`src/hw/rtl/binary_max_heap_queue_macros.svh`:
```
// Assertion macros for the heap priority queue RTL.
`ifndef BINARY_MAX_HEAP_QUEUE_MACROS_SVH
`define BINARY_MAX_HEAP_QUEUE_MACROS_SVH
`ifndef NO_ASSERTIONS
`define BMHQ_ASSERT(lbl, clk, rst_n, prop) \
	lbl: assert property (@(posedge clk) disable iff (!rst_n) (prop)) \
		else $error("bmhq assertion failed");
`define BMHQ_ASSERT_NEXT(lbl, clk, rst_n, ante, cons) \
	lbl: assert property (@(posedge clk) disable iff (!rst_n) (ante) |=> (cons)) \
		else $error("bmhq assertion failed");
`else
`define BMHQ_ASSERT(lbl, clk, rst_n, prop)
`define BMHQ_ASSERT_NEXT(lbl, clk, rst_n, ante, cons)
`endif
`endif

```
`src/hw/rtl/bmhq_pkg.sv`:
```
// Shared types and codes of the heap priority queue.
package bmhq_pkg;

	localparam logic KIND_INSERT = 1'b0;
	localparam logic KIND_POP    = 1'b1;

	typedef enum logic [1:0] {
		ST_INSERTED = 2'd0,
		ST_POPPED   = 2'd1,
		ST_FULL     = 2'd2,
		ST_EMPTY    = 2'd3
	} status_t;

	typedef struct packed {
		logic    valid;
		status_t status;
		logic    empty;
	} res_ctl_t;

endpackage

```
`src/hw/rtl/bmhq_ctrl.sv`:
```
// Heap sequencer: insert sift-up and pop sift-down over the heap RAM.
`include "binary_max_heap_queue_macros.svh"
module bmhq_ctrl #(
	parameter int CAPACITY  = 256,
	parameter int PRIO_BITS = 16,
	parameter int TAG_BITS  = 16
) (
	input  logic                            clk,
	input  logic                            arst_n,
	input  logic                            in_valid,
	output logic                            in_ready,
	input  logic                            kind,
	input  logic [PRIO_BITS-1:0]            new_priority,
	input  logic [TAG_BITS-1:0]             new_tag,
	output logic                            we,
	output logic [$clog2(CAPACITY)-1:0]     waddr,
	output logic [PRIO_BITS+TAG_BITS-1:0]   wdata,
	output logic [$clog2(CAPACITY)-1:0]     ra_addr,
	output logic [$clog2(CAPACITY)-1:0]     rb_addr,
	input  logic [PRIO_BITS+TAG_BITS-1:0]   ra_data,
	input  logic [PRIO_BITS+TAG_BITS-1:0]   rb_data,
	output bmhq_pkg::res_ctl_t              res,
	input  logic                            res_ready,
	output logic [PRIO_BITS-1:0]            res_priority,
	output logic [TAG_BITS-1:0]             res_tag,
	output logic [$clog2(CAPACITY+1)-1:0]   res_count
);

	localparam int AW = $clog2(CAPACITY);
	localparam int CW = $clog2(CAPACITY + 1);
	localparam int XW = AW + 2;
	localparam int EW = PRIO_BITS + TAG_BITS;

	typedef enum logic [5:0] {
		S_IDLE = 6'b000001,
		S_UP   = 6'b000010,
		S_POP  = 6'b000100,
		S_DOWN = 6'b001000,
		S_PUT  = 6'b010000,
		S_FIN  = 6'b100000
	} state_t;

	state_t              state_q, state_d;
	logic [CW-1:0]       count_q, count_d;
	logic [AW-1:0]       idx_q, idx_d;
	logic [EW-1:0]       mov_q, mov_d;
	logic [EW-1:0]       pop_q, pop_d;
	bmhq_pkg::status_t   status_q, status_d;

	logic [AW-1:0]       ins_par, cur_par, next_par, cnt_m1, child;
	logic [XW-1:0]       lx, rx, cnt_x, ncl;
	logic                pick_l, pick_r;
	logic [PRIO_BITS-1:0] best_prio;
	logic [EW-1:0]       centry;

	assign ins_par  = (count_q[AW-1:0] - 1'b1) >> 1;
	assign cur_par  = (idx_q - 1'b1) >> 1;
	assign next_par = (cur_par - 1'b1) >> 1;
	assign cnt_m1   = AW'(count_q - 1'b1);

	assign lx     = {1'b0, idx_q, 1'b1};
	assign rx     = lx + 1'b1;
	assign cnt_x  = XW'(count_q);
	assign pick_l = mov_q[EW-1 -: PRIO_BITS] < ra_data[EW-1 -: PRIO_BITS];
	assign best_prio = pick_l ? ra_data[EW-1 -: PRIO_BITS] : mov_q[EW-1 -: PRIO_BITS];
	assign pick_r = (rx < cnt_x) && (best_prio < rb_data[EW-1 -: PRIO_BITS]);
	assign child  = pick_r ? rx[AW-1:0] : lx[AW-1:0];
	assign centry = pick_r ? rb_data : ra_data;
	assign ncl    = {1'b0, child, 1'b1};

	always_comb begin
		state_d  = state_q;
		count_d  = count_q;
		idx_d    = idx_q;
		mov_d    = mov_q;
		pop_d    = pop_q;
		status_d = status_q;
		we       = 1'b0;
		waddr    = idx_q;
		wdata    = mov_q;
		ra_addr  = '0;
		rb_addr  = '0;
		case (state_q)
			S_IDLE: begin
				if (in_valid) begin
					pop_d = '0;
					if (kind == bmhq_pkg::KIND_INSERT) begin
						if (count_q == CW'(CAPACITY)) begin
							status_d = bmhq_pkg::ST_FULL;
							state_d  = S_FIN;
						end else begin
							status_d = bmhq_pkg::ST_INSERTED;
							mov_d    = {new_priority, new_tag};
							idx_d    = count_q[AW-1:0];
							count_d  = count_q + 1'b1;
							if (count_q == '0) begin
								we      = 1'b1;
								waddr   = '0;
								wdata   = {new_priority, new_tag};
								state_d = S_FIN;
							end else begin
								ra_addr = ins_par;
								state_d = S_UP;
							end
						end
					end else begin
						if (count_q == '0) begin
							status_d = bmhq_pkg::ST_EMPTY;
							state_d  = S_FIN;
						end else begin
							status_d = bmhq_pkg::ST_POPPED;
							ra_addr  = '0;
							rb_addr  = cnt_m1;
							count_d  = count_q - 1'b1;
							state_d  = S_POP;
						end
					end
				end
			end
			S_UP: begin
				we = 1'b1;
				if (mov_q[EW-1 -: PRIO_BITS] > ra_data[EW-1 -: PRIO_BITS]) begin
					wdata = ra_data;
					idx_d = cur_par;
					if (cur_par == '0) begin
						state_d = S_PUT;
					end else begin
						ra_addr = next_par;
					end
				end else begin
					state_d = S_FIN;
				end
			end
			S_POP: begin
				pop_d = ra_data;
				mov_d = rb_data;
				idx_d = '0;
				if (count_q == '0) begin
					state_d = S_FIN;
				end else if (count_q == CW'(1)) begin
					we      = 1'b1;
					waddr   = '0;
					wdata   = rb_data;
					state_d = S_FIN;
				end else begin
					ra_addr = AW'(1);
					rb_addr = AW'(2);
					state_d = S_DOWN;
				end
			end
			S_DOWN: begin
				we = 1'b1;
				if (pick_l || pick_r) begin
					wdata = centry;
					idx_d = child;
					if (ncl < cnt_x) begin
						ra_addr = ncl[AW-1:0];
						rb_addr = ncl[AW-1:0] + 1'b1;
					end else begin
						state_d = S_PUT;
					end
				end else begin
					state_d = S_FIN;
				end
			end
			S_PUT: begin
				we      = 1'b1;
				state_d = S_FIN;
			end
			S_FIN: begin
				if (res_ready) begin
					state_d = S_IDLE;
				end
			end
			default: begin
				state_d = S_IDLE;
			end
		endcase
	end

	always_ff @(posedge clk or negedge arst_n) begin
		if (!arst_n) begin
			state_q <= S_IDLE;
			count_q <= '0;
		end else begin
			state_q <= state_d;
			count_q <= count_d;
		end
	end

	always_ff @(posedge clk) begin
		idx_q    <= idx_d;
		mov_q    <= mov_d;
		pop_q    <= pop_d;
		status_q <= status_d;
	end

	assign in_ready     = (state_q == S_IDLE);
	assign res.valid    = (state_q == S_FIN);
	assign res.status   = status_q;
	assign res.empty    = (count_q == '0);
	assign res_priority = pop_q[EW-1 -: PRIO_BITS];
	assign res_tag      = pop_q[TAG_BITS-1:0];
	assign res_count    = count_q;

	`BMHQ_ASSERT(a_count_bound, clk, arst_n, count_q <= CW'(CAPACITY))
	`BMHQ_ASSERT(a_up_not_root, clk, arst_n, (state_q == S_UP) |-> (idx_q != '0))
	`BMHQ_ASSERT(a_write_in_heap, clk, arst_n, (we && state_q != S_IDLE) |-> (XW'(waddr) < cnt_x))
	`BMHQ_ASSERT_NEXT(a_pop_count, clk, arst_n, in_valid && in_ready && kind == bmhq_pkg::KIND_POP && count_q != '0, count_q == $past(count_q) - 1'b1)

endmodule

```
`config.mk`:
```
export PLATFORM = sky130hd
export DESIGN_NAME = bmhq_ctrl
export DESIGN_NICKNAME = d
export VERILOG_FILES = /design/src/hw/rtl/bmhq_pkg.sv /design/src/hw/rtl/bmhq_ctrl.sv
export VERILOG_INCLUDE_DIRS = /design/src /design/src/hw/rtl
export SDC_FILE = /design/constraint.sdc
export NUM_CORES = 1
export LEC_CHECK = 0
export ABC_CLOCK_PERIOD_IN_PS = 23000
export BUFFER_PORTS_ARGS = -buffer_cell sky130_fd_sc_hd__buf_2
export CAP_MARGIN = 25
export CORE_ASPECT_RATIO = 0.8
export CORE_MARGIN = 2
export CORE_UTILIZATION = 42
export CTS_BUF_LIST = sky130_fd_sc_hd__clkbuf_2 sky130_fd_sc_hd__clkbuf_4 sky130_fd_sc_hd__clkbuf_8
export DETAILED_ROUTE_END_ITERATION = 10
export PLACE_DENSITY = 0.66
export SLEW_MARGIN = 20
export SYNTH_ARGS = -nofsm -noshare
export SYNTH_HDL_FRONTEND = slang
export SYNTH_SLANG_ARGS = --single-unit
```
`constraint.sdc`:
```
create_clock -name clk -period 23 [get_ports clk]
set_input_delay 3.45 -clock clk [delete_from_list [all_inputs] [get_ports clk]]
set_output_delay 3.45 -clock clk [all_outputs]
set_load 0.01 [all_outputs]
```
==> results.toml <==
[global_route]
grt_antenna_before_repair = 1
grt_overflow = 0
grt_pass1_vias = 7302
grt_max_degree = 70
grt_pass1_wl_microns = 40300
grt_util_all_layers = 0.261

[logic_synthesis]
synthAdderAreaFrac = 0.0878
post_synth_num_cell_types = 73
yosysWarningCount = 0
syn_nets = 1081
ys.flop_type = "edfxtp_1"
synth-compound-area-share = 0.224
ys_seq_area_frac = 0.338
synth_area_per_cell_sq_um = 8.31
ys_seq_elements = 89
synth_simple_gate_area_frac = 0.236
netlist_instances = 926
synthesis.area_sq_um = 7700
synth_mux_area_frac = 0.00260
synthXorXnorAreaFrac = 0.0455
async_flop_share = 0.169
synth_top_family_by_area = "simple AND/OR/NAND/NOR gates"
synth_edf_count = 74

[placed_design]
dp_hpwl_microns = 18700
place_ws_ns = 9.58
gp_congestion = 0.945
port_buffers = 203

[sta]
rsz0062_at_grt = "false"
fin_setup_tns_ns = 0
setup_viol = 0
fin_skew_ns = 0.0260
hold_violations = 0
fmax_ghz = 0.0736
fin_crit_sh = 0.590
tightest_slew_ns = 1.06
min_period_ns = 13.58
maxSlewViolCount = 0
slew_headroom = 0.294
fin_ws_ns = 9.42

[layout]
n_antenna_cell = 0
area_delta_synth_final_pct = 17.2
final_cell_mix = "203 x buf_2, 143 x nand2_1, 81 x nor2_1, 74 x edfxtp_1, 59 x inv_1"
layout_commonest_cell = "buf_2"
layout-drive-gt1-share = 0.226
nNetsFinal = 1245
num-fill-cells = 1778

[detailed_routing]
wl_per_cell_microns = 19.5
first_pass_iters = 6
drt_first_iter_violations = 847
drc = 0
vias = 7819
routed_wl_microns = 25800
routed_via_density = 5.90
ant_nets = 0

[die]
core_sq_um = 18100
fp.dieH_microns = 125
num_io_pins = 204
die_width_microns = 155
num_rows = 44
start_util = 0.426
die_area_sq_um = 19400

[clock_tree]
clock_sinks = 89
clk_pin_slew_ns = 0.12
cts-root-buf = "clkbuf_8"
cts_hold_buf = 0
ctsResizeCount = 0
htree_levels = 3
ctsLongestPathBuffers = 2
cts_buffers = 9
clock_latency_ns = 0.40
cts_tree = "yes"
post_cts_buffers = 0

[worst_setup_path]
worstPathRequired_ns = 19.55
worstPathArrival_ns = 10.13
start_kind = "primary input"
cp-end-kind = "output port"
path_class = "primary input to output port"
cp_max_fo = 41

[hold_path]
hold_class = "register to register"

[power]
leakagePower_nw = 4.04
powerDensity_nw_per_um2 = 148
ir_drop_mv = 0.0726

[status]
outcome = "finished, final reports clean"

[flow_run]
cap_violations = 0
[cells by family (layout without fill, tap and decap cells)]
family | Yosys count | count (layout)
AND/OR/NAND/NOR | 383 | 383
flip-flops | 89 | 89
adder cells (fa/ha/maj) | 54 | 54
buffers and inverters | 120 | 289
multiplexers | 2 | 2
AO/OA/AOI/OAI | 238 | 238
XOR/XNOR | 40 | 40
[synth_stat cells (3+ instances only)]
| cell | number | area [sq um] |
|---|---|---|
| a22oi_1 | 16 | 120 |
| o21a_1 | 6 | 45.0 |
| o21ai_0 | 57 | 285 |
| a211oi_1 | 19 | 143 |
| a221o_1 | 14 | 140 |
| edfxtp_1 | 74 | 2220 |
| o221ai_1 | 12 | 105 |
| ha_1 | 54 | 676 |
| buf_1 | 4 | 15.0 |
| and4_1 | 3 | 26.3 |
| a21oi_1 | 29 | 145 |
| a22o_1 | 18 | 158 |
| and3b_1 | 3 | 26.3 |
| xor2_1 | 18 | 158 |
| or3_1 | 4 | 25.0 |
| a21o_1 | 4 | 30.0 |
| dfrtp_1 | 14 | 350 |
| nor4_1 | 6 | 37.5 |
| buf_6 | 5 | 56.3 |
| buf_2 | 5 | 25.0 |
| nor2_1 | 82 | 308 |
| xnor2_1 | 22 | 193 |
| o211ai_1 | 9 | 67.6 |
| nand2b_1 | 5 | 31.3 |
| and2_1 | 17 | 106 |
| a221oi_1 | 3 | 26.3 |
| nor3b_1 | 6 | 45.0 |
| nand3b_1 | 7 | 52.6 |
| nor2b_1 | 13 | 81.3 |
| a311oi_1 | 14 | 123 |
| o22ai_1 | 6 | 37.5 |
| nand3_1 | 45 | 225 |
| nand2_1 | 144 | 541 |
| clkbuf_1 | 44 | 165 |
| a31oi_1 | 3 | 18.8 |
| or4_1 | 3 | 22.5 |
| inv_1 | 59 | 221 |
| nor3_1 | 28 | 140 |
| nand4_1 | 4 | 25.0 |
[critical path, stage by stage]
cell and delay (ns):
buf_2 0.11, inv_1 0.07, ha_1 0.31, nand4_2 0.16
or3_4 0.43, a2111oi_4 0.37, or3_1 0.43, buf_4 0.46
o21ai_0 0.15, ha_1 0.30, a21o_1 0.18, a211oi_1 0.28
o211ai_1 0.20, a211oi_4 0.40, and2_4 0.46, inv_12 0.07
ha_1 0.39, inv_1 0.09, ha_1 0.19, a211o_1 0.24
o22ai_1 0.15, nor2_1 0.06, or2_2 0.27, a21o_1 0.37
o32ai_1 0.33, buf_2 0.17
[power breakdown]
part	internal, mW	leakage (nW)	switching [mW]
clock network	0.0433	0.0990	0.0736
logic	0.330	3.07	0.571
registers	0.257	0.873	0.0621
total	0.630	4.04	0.707
[sequential cells by signal, summed over array words and instances, names as in the netlist]
name and flops:
mov_q 32, pop_q 32, res_count 9, idx_q 8, state_q 6, status_q 2
[area by class of cell]
class,instances,area (sq um),area share
Tap cell,230,288,0.0319
Clock buffer,9,124,0.0137
Clock inverter,7,75.1,0.00832
Timing Repair Buffer,213,1090,0.121
Inverter,60,238,0.0263
Sequential cell,89,2600,0.288
Multi-Input combinational cell,717,4610,0.511
[path summary, 6_finish.rpt]
kind                                             to                startpoint  depth (start not counted)  slack, ns
max                                      rb_addr[7]               ra_data[31]                         26       9.42
min                        res_count[6]$_DFFE_PN0P_  res_count[6]$_DFFE_PN0P_                          1       0.77
max reg2reg                  state_q[0]$_DFFE_PN1P_       mov_q[31]$_DFFE_PP_                         24      16.04
min reg2reg                res_count[6]$_DFFE_PN0P_  res_count[6]$_DFFE_PN0P_                          1       0.77
max in group asynchronous    state_q[0]$_DFFE_PN1P_                    arst_n                          1      19.75
min in group asynchronous  res_count[8]$_DFFE_PN0P_                    arst_n                          1       2.94
[routing by layer]
layer	wire length (microns)	GRT usage
met2	11200	0.393
met4	235	0.0459
met5	7	0
met1	11600	0.374
met3	2830	0.0818
[metrics by stage]
| step | hold slack, ns | power, mW | utilization | instances | cell area (sq um) |
|---|---|---|---|---|---|
| 2_1_floorplan | 0.640 | 0.915 | - | 926 | 7700 |
| 3_3_place_gp | 0.717 | 1.20 | 0.489 | 1309 | 8820 |
| 3_5_place_dp | 0.724 | 1.21 | 0.489 | 1309 | 8820 |
| 4_1_cts | 0.752 | 1.33 | 0.500 | 1325 | 9020 |
| 5_1_grt | 0.788 | 1.45 | 0.500 | 1325 | 9020 |
| 6_report | 0.770 | 1.34 | 0.500 | 1325 | 9020 |
Power figures use the tool's default switching activity.
